$ cat src/rtl/core/buvs_pkg.sv
// Shared types and constants of the battery undervoltage supervisor.
// Used by the channel interfaces, the core and its checker; no dependencies.
package buvs_pkg;

  localparam int unsigned SamplesPerPoll = 10;
  localparam int unsigned SampleW        = 12;
  localparam int unsigned SumW           = 18;
  localparam int unsigned IndexW         = 6;
  localparam int unsigned MvW            = 14;
  localparam int unsigned PollW          = 8;
  localparam int unsigned CoolW          = 16;
  localparam int unsigned GainW          = 20;
  localparam int unsigned BatW           = 16;
  localparam int unsigned CfgIdxW        = 3;
  localparam int unsigned CfgDataW       = 20;

  // Shared multiplier: operand and product widths
  localparam int unsigned MulW  = 26;
  localparam int unsigned ProdW = 2 * MulW;

  // Division by the poll length: floor(x * Recip10 / 2^Shift10), exact for x < 2^18
  localparam logic [MulW-1:0] Recip10   = MulW'(209716);
  localparam int unsigned     Shift10   = 21;
  // Converter full scale
  localparam logic [MulW-1:0] AdcFullMv = MulW'(4400);
  // Division by 4095: floor(x * Recip4095 / 2^Shift4095), exact for x < 2^25
  localparam logic [MulW-1:0] Recip4095 = MulW'(33562627);
  localparam int unsigned     Shift4095 = 37;
  localparam int unsigned     AvgW      = 12;
  localparam int unsigned     AdcMvW    = 13;
  localparam int unsigned     ScaledW   = 25;
  localparam int unsigned     GainShift = 16;

  localparam logic [MvW:0]    HystMv    = (MvW+1)'(500);

  localparam logic [MvW-1:0]   UvMvRst      = MvW'(3300);
  localparam logic [PollW-1:0] UvPollsRst   = PollW'(3);
  localparam logic [MvW-1:0]   RecMvRst     = MvW'(3600);
  localparam logic [PollW-1:0] RecPollsRst  = PollW'(3);
  localparam logic [CoolW-1:0] CoolPollsRst = CoolW'(100);
  localparam logic [GainW-1:0] GainRst      = GainW'(131072);

  typedef enum logic [CfgIdxW-1:0] {
    REG_UV_MV      = 3'd0,
    REG_UV_POLLS   = 3'd1,
    REG_REC_MV     = 3'd2,
    REG_REC_POLLS  = 3'd3,
    REG_COOL_POLLS = 3'd4,
    REG_DIV_GAIN   = 3'd5
  } cfg_reg_e;

  typedef enum logic [2:0] {
    ST_IDLE,
    ST_AVG,
    ST_MV,
    ST_DIV,
    ST_GAIN,
    ST_DECIDE
  } seq_state_e;

endpackage

$ cat src/rtl/core/buvs_if.sv
// Valid/ready channel interfaces of the supervisor: samples, results, config.
// Depends on buvs_pkg for field widths.
interface buvs_sample_if;
  import buvs_pkg::*;
  logic               valid;
  logic               ready;
  logic [SampleW-1:0] raw_sample;
  modport source (output valid, output raw_sample, input ready);
  modport sink   (input valid, input raw_sample, output ready);
endinterface

interface buvs_result_if;
  import buvs_pkg::*;
  logic            valid;
  logic            ready;
  logic [BatW-1:0] battery_mv;
  logic            is_low;
  logic            protected_res;
  logic            undervolt_event;
  logic            recovery_event;
  logic            cooling_down;
  modport source (output valid, output battery_mv, output is_low, output protected_res,
                  output undervolt_event, output recovery_event, output cooling_down,
                  input ready);
  modport sink   (input valid, input battery_mv, input is_low, input protected_res,
                  input undervolt_event, input recovery_event, input cooling_down,
                  output ready);
endinterface

interface buvs_cfg_if;
  import buvs_pkg::*;
  logic                valid;
  logic                ready;
  logic [CfgIdxW-1:0]  index;
  logic [CfgDataW-1:0] data;
  modport source (output valid, output index, output data, input ready);
  modport sink   (input valid, input index, input data, output ready);
endinterface

$ cat src/rtl/core/battery_undervoltage_supervisor_core.sv
// Battery undervoltage supervisor: poll averaging, scaling to battery mV and
// lockout with hysteresis. Depends on buvs_pkg and the interfaces in buvs_if.sv.
//
// Usage:
//   in_i  carries one raw 12-bit converter sample per transfer. Every tenth
//         sample closes a poll and produces one transfer on res_o; other
//         samples produce nothing.
//   res_o carries battery millivolts (saturated) and the protection flags.
//   cfg_i writes the threshold, count, cooldown and gain registers; it is
//         always ready and is meant to be written while the block is idle.
// Sequencing:
//   A sample that does not close a poll is only accumulated. A closing
//   sample is followed by four passes through the single 26x26 multiplier
//   (divide by ten, times 4400, divide by 4095, times gain) and then the
//   protection update, which loads the result register. in_i is not ready
//   during those passes or the update, so no sample of the next poll is
//   taken until the result is loaded.
// Reset clears the counts, the partial sum and protection, and loads the
// register defaults. A result waiting on a stalled receiver stays in the
// output register; samples keep flowing until the next poll closes, which
// then waits before its protection update until the result is taken.
module battery_undervoltage_supervisor_core (
  input  logic                  clk_i,
  input  logic                  rst_ni,
  buvs_sample_if.sink           in_i,
  buvs_result_if.source         res_o,
  buvs_cfg_if.sink              cfg_i
);
  import buvs_pkg::*;

  // Configuration registers
  logic [MvW-1:0]   uv_mv_q;
  logic [PollW-1:0] uv_polls_q;
  logic [MvW-1:0]   rec_mv_q;
  logic [PollW-1:0] rec_polls_q;
  logic [CoolW-1:0] cool_polls_q;
  logic [GainW-1:0] gain_q;

  // Sequencer and poll state
  seq_state_e        state_q, state_d;
  logic [SumW-1:0]   sum_q, sum_d;
  logic [IndexW-1:0] idx_q, idx_d;
  logic [PollW-1:0]  low_q, low_d;
  logic [PollW-1:0]  rec_q, rec_d;
  logic              prot_q, prot_d;
  logic [CoolW-1:0]  cool_q, cool_d;

  // Shared multiplier
  logic [MulW-1:0]  mul_a, mul_b;
  logic [ProdW-1:0] prod_q;
  logic             mul_en;

  // Result register
  logic            out_valid_q, out_valid_d;
  logic [BatW-1:0] bat_q;
  logic            is_low_q, prot_res_q, uv_ev_q, rc_ev_q, cool_flag_q;
  logic            load_out;

  // Decision datapath
  logic [BatW-1:0]  bat;
  logic [PollW-1:0] low_inc, rec_inc;
  logic             uv_ev, rc_ev, cool_flag, is_low;
  logic [IndexW-1:0] idx_inc;
  logic             in_fire;

  assign cfg_i.ready = 1'b1;

  always_ff @(posedge clk_i or negedge rst_ni) begin
    if (!rst_ni) begin
      uv_mv_q      <= UvMvRst;
      uv_polls_q   <= UvPollsRst;
      rec_mv_q     <= RecMvRst;
      rec_polls_q  <= RecPollsRst;
      cool_polls_q <= CoolPollsRst;
      gain_q       <= GainRst;
    end else if (cfg_i.valid) begin
      unique case (cfg_reg_e'(cfg_i.index))
        REG_UV_MV:      uv_mv_q      <= cfg_i.data[MvW-1:0];
        REG_UV_POLLS:   uv_polls_q   <= cfg_i.data[PollW-1:0];
        REG_REC_MV:     rec_mv_q     <= cfg_i.data[MvW-1:0];
        REG_REC_POLLS:  rec_polls_q  <= cfg_i.data[PollW-1:0];
        REG_COOL_POLLS: cool_polls_q <= cfg_i.data[CoolW-1:0];
        REG_DIV_GAIN:   gain_q       <= cfg_i.data[GainW-1:0];
        default: ;
      endcase
    end
  end

  // Saturate the scaled product at 16 bits
  assign bat = (prod_q[ProdW-1:GainShift+BatW] != '0) ? {BatW{1'b1}}
                                                      : prod_q[GainShift +: BatW];
  assign low_inc = (low_q == {PollW{1'b1}}) ? low_q : low_q + PollW'(1);
  assign rec_inc = (rec_q == {PollW{1'b1}}) ? rec_q : rec_q + PollW'(1);
  assign idx_inc = idx_q + IndexW'(1);
  assign in_fire = in_i.valid && in_i.ready;

  always_comb begin
    state_d     = state_q;
    sum_d       = sum_q;
    idx_d       = idx_q;
    low_d       = low_q;
    rec_d       = rec_q;
    prot_d      = prot_q;
    cool_d      = cool_q;
    uv_ev       = 1'b0;
    rc_ev       = 1'b0;
    cool_flag   = 1'b0;
    load_out    = 1'b0;
    mul_en      = 1'b0;
    mul_a       = '0;
    mul_b       = '0;
    in_i.ready  = (state_q == ST_IDLE);
    out_valid_d = out_valid_q && !res_o.ready;

    unique case (state_q)
      ST_IDLE: begin
        if (in_fire) begin
          sum_d = sum_q + SumW'(in_i.raw_sample);
          idx_d = idx_inc;
          if (idx_inc == IndexW'(SamplesPerPoll)) begin
            state_d = ST_AVG;
          end
        end
      end
      ST_AVG: begin
        // average = sum / 10; release the accumulator
        mul_en  = 1'b1;
        mul_a   = MulW'(sum_q);
        mul_b   = Recip10;
        sum_d   = '0;
        idx_d   = '0;
        state_d = ST_MV;
      end
      ST_MV: begin
        mul_en  = 1'b1;
        mul_a   = MulW'(prod_q[Shift10 +: AvgW]);
        mul_b   = AdcFullMv;
        state_d = ST_DIV;
      end
      ST_DIV: begin
        mul_en  = 1'b1;
        mul_a   = MulW'(prod_q[ScaledW-1:0]);
        mul_b   = Recip4095;
        state_d = ST_GAIN;
      end
      ST_GAIN: begin
        mul_en  = 1'b1;
        mul_a   = MulW'(prod_q[Shift4095 +: AdcMvW]);
        mul_b   = MulW'(gain_q);
        state_d = ST_DECIDE;
      end
      ST_DECIDE: begin
        // hold until the result register is free
        if (!out_valid_q || res_o.ready) begin
          load_out    = 1'b1;
          out_valid_d = 1'b1;
          state_d     = ST_IDLE;
          if (!prot_q) begin
            if (cool_q != '0) begin
              cool_d    = cool_q - CoolW'(1);
              cool_flag = 1'b1;
            end else if ({1'b0, bat} < (BatW+1)'(uv_mv_q)) begin
              low_d = low_inc;
              if (low_inc >= uv_polls_q) begin
                prot_d = 1'b1;
                uv_ev  = 1'b1;
              end
            end else if ({1'b0, bat} > (BatW+1)'({1'b0, uv_mv_q} + HystMv)) begin
              low_d = '0;
            end
          end else begin
            if ({1'b0, bat} >= (BatW+1)'(rec_mv_q)) begin
              rec_d = rec_inc;
              if (rec_inc >= rec_polls_q) begin
                prot_d = 1'b0;
                low_d  = '0;
                rec_d  = '0;
                cool_d = cool_polls_q;
                rc_ev  = 1'b1;
              end
            end else if (({1'b0, bat} + (BatW+1)'(HystMv)) < (BatW+1)'(rec_mv_q)) begin
              rec_d = '0;
            end
          end
        end
      end
      default: state_d = ST_IDLE;
    endcase
  end

  assign is_low = (low_d >= uv_polls_q);

  always_ff @(posedge clk_i or negedge rst_ni) begin
    if (!rst_ni) begin
      state_q     <= ST_IDLE;
      sum_q       <= '0;
      idx_q       <= '0;
      low_q       <= '0;
      rec_q       <= '0;
      prot_q      <= 1'b0;
      cool_q      <= '0;
      out_valid_q <= 1'b0;
    end else begin
      state_q     <= state_d;
      sum_q       <= sum_d;
      idx_q       <= idx_d;
      low_q       <= low_d;
      rec_q       <= rec_d;
      prot_q      <= prot_d;
      cool_q      <= cool_d;
      out_valid_q <= out_valid_d;
    end
  end

  always_ff @(posedge clk_i) begin
    if (mul_en) begin
      prod_q <= mul_a * mul_b;
    end
    if (load_out) begin
      bat_q       <= bat;
      is_low_q    <= is_low;
      prot_res_q  <= prot_d;
      uv_ev_q     <= uv_ev;
      rc_ev_q     <= rc_ev;
      cool_flag_q <= cool_flag;
    end
  end

  assign res_o.valid           = out_valid_q;
  assign res_o.battery_mv      = bat_q;
  assign res_o.is_low          = is_low_q;
  assign res_o.protected_res   = prot_res_q;
  assign res_o.undervolt_event = uv_ev_q;
  assign res_o.recovery_event  = rc_ev_q;
  assign res_o.cooling_down    = cool_flag_q;

endmodule

$ cat src/flat_wrapper.sv
// flat-port wrapper written by rule: the top's interface ports become plain ports
module battery_undervoltage_supervisor_core_flat import buvs_pkg::*;
  (clk_i, rst_ni, in_i_valid, in_i_raw_sample, in_i_ready, res_o_valid, res_o_battery_mv, res_o_is_low, res_o_protected_res, res_o_undervolt_event, res_o_recovery_event, res_o_cooling_down, res_o_ready, cfg_i_valid, cfg_i_index, cfg_i_data, cfg_i_ready);
  buvs_sample_if in_i_i ();
  buvs_result_if res_o_i ();
  buvs_cfg_if cfg_i_i ();
  input  logic clk_i;
  input  logic rst_ni;
  input wire logic [$bits(in_i_i.valid)-1:0] in_i_valid;
  input wire logic [$bits(in_i_i.raw_sample)-1:0] in_i_raw_sample;
  output wire logic [$bits(in_i_i.ready)-1:0] in_i_ready;
  output wire logic [$bits(res_o_i.valid)-1:0] res_o_valid;
  output wire logic [$bits(res_o_i.battery_mv)-1:0] res_o_battery_mv;
  output wire logic [$bits(res_o_i.is_low)-1:0] res_o_is_low;
  output wire logic [$bits(res_o_i.protected_res)-1:0] res_o_protected_res;
  output wire logic [$bits(res_o_i.undervolt_event)-1:0] res_o_undervolt_event;
  output wire logic [$bits(res_o_i.recovery_event)-1:0] res_o_recovery_event;
  output wire logic [$bits(res_o_i.cooling_down)-1:0] res_o_cooling_down;
  input wire logic [$bits(res_o_i.ready)-1:0] res_o_ready;
  input wire logic [$bits(cfg_i_i.valid)-1:0] cfg_i_valid;
  input wire logic [$bits(cfg_i_i.index)-1:0] cfg_i_index;
  input wire logic [$bits(cfg_i_i.data)-1:0] cfg_i_data;
  output wire logic [$bits(cfg_i_i.ready)-1:0] cfg_i_ready;
  assign in_i_i.valid = in_i_valid;
  assign in_i_i.raw_sample = in_i_raw_sample;
  assign in_i_ready = in_i_i.ready;
  assign res_o_valid = res_o_i.valid;
  assign res_o_battery_mv = res_o_i.battery_mv;
  assign res_o_is_low = res_o_i.is_low;
  assign res_o_protected_res = res_o_i.protected_res;
  assign res_o_undervolt_event = res_o_i.undervolt_event;
  assign res_o_recovery_event = res_o_i.recovery_event;
  assign res_o_cooling_down = res_o_i.cooling_down;
  assign res_o_i.ready = res_o_ready;
  assign cfg_i_i.valid = cfg_i_valid;
  assign cfg_i_i.index = cfg_i_index;
  assign cfg_i_i.data = cfg_i_data;
  assign cfg_i_ready = cfg_i_i.ready;
  battery_undervoltage_supervisor_core u_core (.clk_i(clk_i), .rst_ni(rst_ni), .in_i(in_i_i), .res_o(res_o_i), .cfg_i(cfg_i_i));
endmodule
$ cat config.mk
export PLATFORM = sky130hd
export DESIGN_NAME = battery_undervoltage_supervisor_core_flat
export DESIGN_NICKNAME = d
export VERILOG_FILES = /design/src/rtl/core/buvs_pkg.sv /design/src/rtl/core/buvs_if.sv /design/src/rtl/core/battery_undervoltage_supervisor_core.sv /design/src/flat_wrapper.sv
export SDC_FILE = /design/constraint.sdc
export NUM_CORES = 1
export LEC_CHECK = 0
export BUFFER_PORTS_ARGS = -buffer_cell sky130_fd_sc_hd__clkbuf_2
export CORE_ASPECT_RATIO = 0.9
export CORE_MARGIN = 3
export CORE_UTILIZATION = 57
export CTS_CLUSTER_SIZE = 28
export DETAILED_ROUTE_END_ITERATION = 6
export PLACE_DENSITY = 0.74
export SLEW_MARGIN = 20
export SYNTH_ARGS = -nofsm -noshare
export SYNTH_HDL_FRONTEND = slang
export SYNTH_SLANG_ARGS = --single-unit
$ cat constraint.sdc
create_clock -name clk_i -period 18.33 [get_ports clk_i]
set_clock_uncertainty 0.05 [all_clocks]
set_input_delay 2.7495 -clock clk_i [delete_from_list [all_inputs] [get_ports clk_i]]
set_output_delay 2.7495 -clock clk_i [all_outputs]
set_load 0.01 [all_outputs]
==> Yosys cells after proc, flatten, opt, wreduce, memory -nomap -nowiden <==
Index checks and enable logic that the tools add are counted.
{ "classes": {"n_addsub": 7, "n_mul": 1, "div": 0, "n_lt_le_gt_ge": 7, "eq_ne": 18, "n_shift": 0, "n_mux": 43, "n_bitwise": 2, "reduce_logical": 25} }
{ "op_table": {"columns": ["operator", "count"], "rows": [
  ["$mux W8", 13],
  ["$pmux W26 S4", 1],
  ["$pmux W25 S4", 1],
  ["$mux W16", 5],
  ["$mul A25 B26 Y51", 1],
  ["$pmux W18 S2", 1],
  ["$ge A8 B8 Y1", 3],
  ["$reduce_bool A20 Y1", 1],
  ["$add A18 B12 Y18", 1],
  ["$mux W18", 1],
  ["$pmux W3 S6", 1],
  ["$add A16 B9 Y17 const B", 1],
  ["$gt A16 B17 Y1", 1],
  ["$lt A17 B14 Y1", 1],
  ["$add A8 B1 Y8 const B", 2],
  ["$eq A8 B8 Y1 const B", 2],
  ["$ge A16 B14 Y1", 1],
  ["$lt A16 B14 Y1", 1],
  ["$reduce_bool A16 Y1", 1],
  ["$sub A16 B1 Y16 const B", 1],
  ["$add A14 B9 Y15 const B", 1],
  ["$mux W1", 15],
  ["$reduce_and A2 Y1", 7],
  ["$eq A3 B2 Y1 const B", 4],
  ["other kinds (20)", 36]
]} }
{ "totals": {"regBits": 214, "latchBits": 0, "mem_bits_rw": 0, "mem_bits_ro": 0, "input_bits": 40, "out_inout_bits": 24, "elab_cells": 124, "mem_count": 0} }

==> Depth between registers and ports, before layout <==
{ "depth": {"word_depth": 10, "ltp_mapped": 34, "ltp_nobuf": 30} }

==> Worst setup path after synthesis <==
Ideal clock, no wire load.
{ "synth_path": {"path_type": "register to register", "from": "register u_core.state_q[1]", "to": "register u_core.prod_q[50] (data pin)", "setup_time_ns": 0.261, "arrival_ns": 7.969, "t_required_ns": 18.019, "path_slack_ns": 10.050, "path_stages_with_launch": 32, "n_path_buf": 4, "period_less_slack_ns": 8.280, "path_cell_list": "dfrtp_1 -> clkbuf_1 -> nor2_1 -> and2_1 -> clkbuf_1 -> clkbuf_1 -> a22oi_1 -> nand3_1 -> clkbuf_1 -> nand2_1 -> fa_1 -> inv_1 -> fa_1 -> inv_1 -> fa_1 -> inv_1 -> fa_1 -> inv_1 -> fa_1 -> inv_1 -> fa_1 -> fa_1 -> ha_1 -> a21oi_1 -> o21ai_0 -> a21oi_1 -> a21oi_1 -> o41a_1 -> a211o_1 -> a211oi_1 -> o31a_1 -> o21ai_0"} }
{ "synth_between": {"elab_chain_cells": 3, "word_cells_on_any_way": 7, "cone_classes": "mul (1); eq/ne (4); mux (2)"} }
{ "synth_lines": {"columns": ["item", "line", "source"], "rows": [
  ["start: declaration", "battery_undervoltage_supervisor_core.sv:40", "seq_state_e state_q, state_d;"],
  ["start signal: assignment", "battery_undervoltage_supervisor_core.sv:204", "state_q <= state_d;"],
  ["$eq A3 B3 Y1, or another cell as far along", "battery_undervoltage_supervisor_core.sv:115", "unique case (state_q)"],
  ["$pmux W25 S4 / $pmux W26 S4 (equally long branches)", "battery_undervoltage_supervisor_core.sv:115", null],
  ["$mul A25 B26 Y51 (*)", "battery_undervoltage_supervisor_core.sv:217", "prod_q <= mul_a * mul_b;"],
  ["end signal: assignment", "battery_undervoltage_supervisor_core.sv:217", null],
  ["end: declaration", "battery_undervoltage_supervisor_core.sv:50", "logic [ProdW-1:0] prod_q;"]
]} }
Mark *: on every way between the ends. The rest lies on a longest branch, timed or not.
A chain may end at the register's enable or synchronous reset.

==> Worst setup path in the final report <==
{ "layout_path": {"from": "register u_core.state_q[2]", "to": "register u_core.prod_q[50] (data pin)"} }
Same word-level chain as after synthesis.

==> results_tabular.tex <==
\begin{tabular}{lr}
\hline
Metric & Value \\
\hline
\multicolumn{2}{l}{\textbf{Clock tree}} \\
\quad Clock tree from TritonCTS & built \\
\quad Number of gates resized after cts & 0 \\
\quad Total of hold buffers inserted after clock tree synthesis & 0 \\
\quad Insertion delay to the later sink of the worst-skew pair & $\sim$0.56 ns \\
\quad Post-CTS setup buffer count & 0 \\
\quad \# H-tree levels & 1 \\
\quad Number of buffers on the longest clock path & 3 \\
\quad TritonCTS sink count & between 200 and 250 \\
\quad Number of CTS-inserted buffers & 25 \\
\quad Post-CTS clock slew at the launch and capture registers of the worst setup and hold paths & 0.06 ns \\
\quad Clk Tree Root Cell & sky130\_fd\_sc\_hd\_\_clkbuf\_16 \\
\multicolumn{2}{l}{\textbf{Finish}} \\
\quad Layout area overhead & 8.61\% \\
\quad Fraction of final layout cells sized beyond drive strength 1 & approximately 7\% \\
\quad Antenna diode count & 0 \\
\quad Post-layout nets & around 3900 \\
\multicolumn{2}{l}{\textbf{Routing}} \\
\quad Via-to-Cell Ratio & about 5.7 \\
\quad Final routed wirelength across all metal layers & 81200 um \\
\quad Routed length on met3 & approximately 7400 um \\
\quad Initial DRC Count & 1831 \\
\quad Count of TritonRoute iterations in the first routing pass & 6 \\
\quad Total via count in the routed design & $\sim$22000 \\
\quad Met2 wire length & between 30000 and 40000 um \\
\quad Highest routing layer actually used & met5 \\
\quad Detailed-route DRC error count & 0 \\
\quad Met1 wire length & about 35000 um \\
\quad Average wire per cell in the routed design & 21.2 um \\
\quad Residual antenna-violating net count after detailed routing & 0 \\
\multicolumn{2}{l}{\textbf{STA}} \\
\quad Final hold viol count & 0 \\
\quad Total setup violations reported at the end of the flow & 0 \\
\quad Post-Route Setup TNS & 0 ns \\
\quad Minimum period implied by the final worst setup slack & approximately 9.7 ns \\
\quad Timing-limited maximum frequency & just over 0.1 GHz \\
\quad Share of the cycle needed by the critical path after routing & a little over half \\
\quad Unrepaired setup endpoints after global routing & false \\
\quad Max Transition Viols Final & 0 \\
\quad Slew HR & approximately 27\% \\
\quad Transition time at the pin with the least slew margin & approximately 1.1 ns \\
\multicolumn{2}{l}{\textbf{Placed design}} \\
\quad Post-DP HPWL & roughly 67000 um \\
\quad Gpl congestion & around 1.1 \\
\quad Number of buffers inserted by port buffering & 62 \\
\multicolumn{2}{l}{\textbf{Yosys}} \\
\quad Mapped Cells & about 3000 \\
\quad Seq cells post-synth & around 210 \\
\quad Dominant cell type by area after synthesis & sky130\_fd\_sc\_hd\_\_fa\_1 \\
\quad Async set-or-reset flop fraction in the synthesized netlist & between 60 and 70\% \\
\quad Netlist area before placement & about 28000 um\^{}2 \\
\quad Ys flop type & sky130\_fd\_sc\_hd\_\_dfrtp\_1 \\
\quad Most area-consuming cells after synthesis & sky130\_fd\_sc\_hd\_\_fa\_1 (30\%), sky130\_fd\_sc\_hd\_\_ha\_1 (13\%), sky130\_fd\_sc\_hd\_\_dfrtp\_1 (11\%) \\
\quad Register area share after synthesis & between 20\% and 30\% \\
\quad Unique cell type count in the Yosys netlist & between 70 and 80 \\
\quad Number of warning messages in the yosys log & 0 \\
\quad Number of enable-type register cells in the synthesized netlist & between 70 and 80 \\
\quad Synthesized area per cell & around 9.4 um\^{}2 \\
\quad Portion of synthesized cell area occupied by the leading cell type & slightly above 30\% \\
\multicolumn{2}{l}{\textbf{Min path}} \\
\quad Worst Min Path Start & u\_core.cool\_polls\_q[1]\$\_DFFE\_PN0P\_ \\
\quad Number of stages on the worst hold path & 1 \\
\quad Endpoint with the worst hold slack & u\_core.cool\_polls\_q[1]\$\_DFFE\_PN0P\_ \\
\quad Worst min path class & reg2reg \\
\multicolumn{2}{l}{\textbf{Global route}} \\
\quad Number of global-route vias before repair & around 23000 \\
\quad Leftover overflow at the end of global routing & 0 \\
\quad First-pass GRT wire length & 130000 um \\
\quad Number of antenna violations at the first check in global routing & 5 \\
\quad GRT Overall Usage & 32.3\% \\
\quad Pin count of the biggest net entering global routing & 83 \\
\multicolumn{2}{l}{\textbf{Die}} \\
\quad Io pins & 64 \\
\quad Horizontal extent of the die & 241 um \\
\quad Cell Rows & 76 \\
\quad Initial standard-cell utilization of the core & 58.5\% \\
\quad Floorplan die area & $\sim$52000 um\^{}2 \\
\quad Placeable core region & roughly 48000 um\^{}2 \\
\quad Die height & between 200 and 250 um \\
\multicolumn{2}{l}{\textbf{Worst setup path}} \\
\quad CP Max Fanout & 24 \\
\quad Depth of the worst register-to-register path & 25 \\
\quad Kind of end point of the critical path & flip-flop \\
\quad Worst setup slack for register-to-register paths & about 8.6 ns \\
\quad CP Data Required Time & 18.57 ns \\
\quad Critical path start-end classification & reg2reg \\
\quad Capturing point of the worst reg2reg path & u\_core.prod\_q[50]\$\_DFFE\_PN\_ \\
\quad R2R Path Start & u\_core.state\_q[2]\$\_DFFE\_PN0P\_ \\
\quad Category of the worst setup path launch point & flip-flop \\
\quad Critical Path AT & 9.98 ns \\
\multicolumn{2}{l}{\textbf{Status}} \\
\quad Status & completed \\
\multicolumn{2}{l}{\textbf{Run}} \\
\quad Number of maximum-capacitance constraint violations & 0 \\
\hline
\end{tabular}
routing by layer:
metal  GRT usage (%)  vias to the layer above
li1                -                     9753
met3            6.21                      156
met1            46.1                    10900
met2            51.0                      927
met4            8.40                        4
met5               0                        -
kinds of logic after synthesis:
family / count (synthesis) / share of synthesized area, %
xor+xnor: 81 / 2.50
simple gates: 785 / 12.8
compound gates: 430 / 9.88
other cells: 2 / 0.0265
buf+inv: 724 / 9.59
mux: 51 / 2.01
flops: 213 / 20.1
fa+ha+maj: 719 / 43.1
metrics by stage:
stage                     instance area, um^2  instances  setup WS (ns)  hold WS [ns]  util [%]
final                                   30800       3824           8.59         0.461      63.5
after detailed placement                29900       3777           8.74         0.447      61.6
after CTS                               30800       3823           8.73         0.463      63.5
after floorplan                         29000       3168          10.05         0.429         -
after global placement                  29900       3777           9.07         0.442      61.6
after global routing                    30800       3824           8.11         0.472      63.5
cell usage after synthesis (5+ instances only):
library cell	count
sky130_fd_sc_hd__o21ai_0	110
sky130_fd_sc_hd__a31oi_1	17
sky130_fd_sc_hd__dfrtp_1	123
sky130_fd_sc_hd__a21oi_1	113
sky130_fd_sc_hd__nand3_1	57
sky130_fd_sc_hd__dfstp_2	18
sky130_fd_sc_hd__o31ai_1	6
sky130_fd_sc_hd__o21a_1	19
sky130_fd_sc_hd__clkbuf_1	81
sky130_fd_sc_hd__or2b_1	5
sky130_fd_sc_hd__inv_1	633
sky130_fd_sc_hd__nand4_1	28
sky130_fd_sc_hd__a211oi_1	6
sky130_fd_sc_hd__buf_1	9
sky130_fd_sc_hd__o211ai_1	5
sky130_fd_sc_hd__or2_2	5
sky130_fd_sc_hd__a21o_1	67
sky130_fd_sc_hd__and3_1	21
sky130_fd_sc_hd__nor3_1	29
sky130_fd_sc_hd__mux2_2	47
sky130_fd_sc_hd__nor2b_1	12
sky130_fd_sc_hd__nand2b_1	34
sky130_fd_sc_hd__edfxtp_1	72
sky130_fd_sc_hd__or3_1	10
sky130_fd_sc_hd__o21bai_1	14
sky130_fd_sc_hd__ha_1	289
sky130_fd_sc_hd__a22o_2	6
sky130_fd_sc_hd__nor2_1	165
sky130_fd_sc_hd__fa_1	430
sky130_fd_sc_hd__and2_1	43
sky130_fd_sc_hd__nor3b_1	9
sky130_fd_sc_hd__xor2_1	28
sky130_fd_sc_hd__xnor2_1	53
sky130_fd_sc_hd__a22oi_1	13
sky130_fd_sc_hd__o221a_2	10
sky130_fd_sc_hd__nor4_1	10
sky130_fd_sc_hd__nand2_1	339
worst max-delay path by stage:
| stage | startpoint | endpoint | slack (ns) |
|---|---|---|---|
| finish | u_core.state_q[2]$_DFFE_PN0P_ | u_core.prod_q[50]$_DFFE_PN_ | 8.59 |
| global route | u_core.state_q[2]$_DFFE_PN0P_ | u_core.prod_q[50]$_DFFE_PN_ | 8.11 |
| CTS | u_core.state_q[2]$_DFFE_PN0P_ | u_core.prod_q[50]$_DFFE_PN_ | 8.73 |
| detailed placement | u_core.state_q[2]$_DFFE_PN0P_ | u_core.prod_q[50]$_DFFE_PN_ | 8.74 |
| global placement | u_core.state_q[2]$_DFFE_PN0P_ | u_core.prod_q[50]$_DFFE_PN_ | 9.07 |
| floorplan | u_core.state_q[1]$_DFFE_PN0P_ | u_core.prod_q[50]$_DFFE_PN_ | 10.05 |
layout by cell type, fill, tap and decap left out, types with 5 or more instances in the layout:
| cell | instances |
|---|---|
| sky130_fd_sc_hd__inv_1 | 633 |
| sky130_fd_sc_hd__fa_1 | 430 |
| sky130_fd_sc_hd__nand2_1 | 339 |
| sky130_fd_sc_hd__ha_1 | 289 |
| sky130_fd_sc_hd__conb_1 | 165 |
| sky130_fd_sc_hd__nor2_1 | 164 |
| sky130_fd_sc_hd__dfrtp_1 | 123 |
| sky130_fd_sc_hd__a21oi_1 | 113 |
| sky130_fd_sc_hd__o21ai_0 | 110 |
| sky130_fd_sc_hd__edfxtp_1 | 72 |
| sky130_fd_sc_hd__a21o_1 | 67 |
| sky130_fd_sc_hd__clkbuf_2 | 61 |
| sky130_fd_sc_hd__nand3_1 | 57 |
| sky130_fd_sc_hd__xnor2_1 | 52 |
| sky130_fd_sc_hd__mux2_2 | 47 |
| sky130_fd_sc_hd__and2_1 | 43 |
| sky130_fd_sc_hd__nand2b_1 | 34 |
| sky130_fd_sc_hd__xor2_1 | 28 |
| sky130_fd_sc_hd__nand4_1 | 28 |
| sky130_fd_sc_hd__clkbuf_16 | 27 |
| sky130_fd_sc_hd__nor3_1 | 25 |
| sky130_fd_sc_hd__and3_1 | 21 |
| sky130_fd_sc_hd__o21a_1 | 19 |
| sky130_fd_sc_hd__dfstp_2 | 18 |
| sky130_fd_sc_hd__a31oi_1 | 17 |
| sky130_fd_sc_hd__o21bai_1 | 14 |
| sky130_fd_sc_hd__buf_4 | 14 |
| sky130_fd_sc_hd__a22oi_1 | 13 |
| sky130_fd_sc_hd__nor2b_1 | 12 |
| sky130_fd_sc_hd__or3_1 | 10 |
| sky130_fd_sc_hd__nor4_1 | 10 |
| sky130_fd_sc_hd__o221a_2 | 10 |
| sky130_fd_sc_hd__nor3b_1 | 7 |
| sky130_fd_sc_hd__a211oi_1 | 6 |
| sky130_fd_sc_hd__o31ai_1 | 6 |
| sky130_fd_sc_hd__a22o_2 | 6 |
| sky130_fd_sc_hd__o211ai_1 | 5 |
| sky130_fd_sc_hd__or2_2 | 5 |
| sky130_fd_sc_hd__or2b_1 | 5 |
flip-flops by register name (all words and copies together) (netlist names):
signal	count
u_core.cool_polls_q	16
u_core.cool_q	16
u_core.gain_q	20
u_core.idx_q	6
u_core.low_q	8
u_core.prod_q	51
u_core.prot_q	1
u_core.rec_mv_q	14
u_core.rec_polls_q	8
u_core.rec_q	8
u_core.res_o.battery_mv	16
u_core.res_o.cooling_down	1
u_core.res_o.is_low	1
u_core.res_o.protected_res	1
u_core.res_o.recovery_event	1
u_core.res_o.undervolt_event	1
u_core.res_o.valid	1
u_core.state_q	3
u_core.sum_q	18
u_core.uv_mv_q	14
u_core.uv_polls_q	8
worst max-delay path, stage by stage (launching register included):
cell,delay (ns)
sky130_fd_sc_hd__dfrtp_1,0.81
sky130_fd_sc_hd__or3_1,0.84
sky130_fd_sc_hd__nand2b_1,0.39
sky130_fd_sc_hd__a21oi_1,0.92
sky130_fd_sc_hd__nor2_1,0.14
sky130_fd_sc_hd__fa_1,0.52
sky130_fd_sc_hd__fa_1,0.50
sky130_fd_sc_hd__inv_1,0.06
sky130_fd_sc_hd__fa_1,0.53
sky130_fd_sc_hd__inv_1,0.06
sky130_fd_sc_hd__fa_1,0.51
sky130_fd_sc_hd__inv_1,0.06
sky130_fd_sc_hd__fa_1,0.54
sky130_fd_sc_hd__inv_1,0.06
sky130_fd_sc_hd__fa_1,0.49
sky130_fd_sc_hd__fa_1,0.43
sky130_fd_sc_hd__ha_1,0.38
sky130_fd_sc_hd__a21oi_1,0.17
sky130_fd_sc_hd__o21ai_0,0.09
sky130_fd_sc_hd__a21oi_1,0.25
sky130_fd_sc_hd__a21oi_1,0.16
sky130_fd_sc_hd__o41a_1,0.51
sky130_fd_sc_hd__a211o_1,0.35
sky130_fd_sc_hd__a211oi_1,0.34
sky130_fd_sc_hd__o31a_1,0.22
sky130_fd_sc_hd__o21ai_0,0.10
layout make-up:
class / count / area, um^2
flip-flops and latches: 213 / 5710
clock buffers: 31 / 701
inverters: 633 / 2380
multi-input cells: 2231 / 20600
clock inverters: 15 / 211
fillers: 4061 / 17700
repair buffers: 77 / 437
well taps: 624 / 781
Power is left out: the tool's default activity adds up to more than one toggle a clock period on the data nets, which glitch-free logic cannot reach.
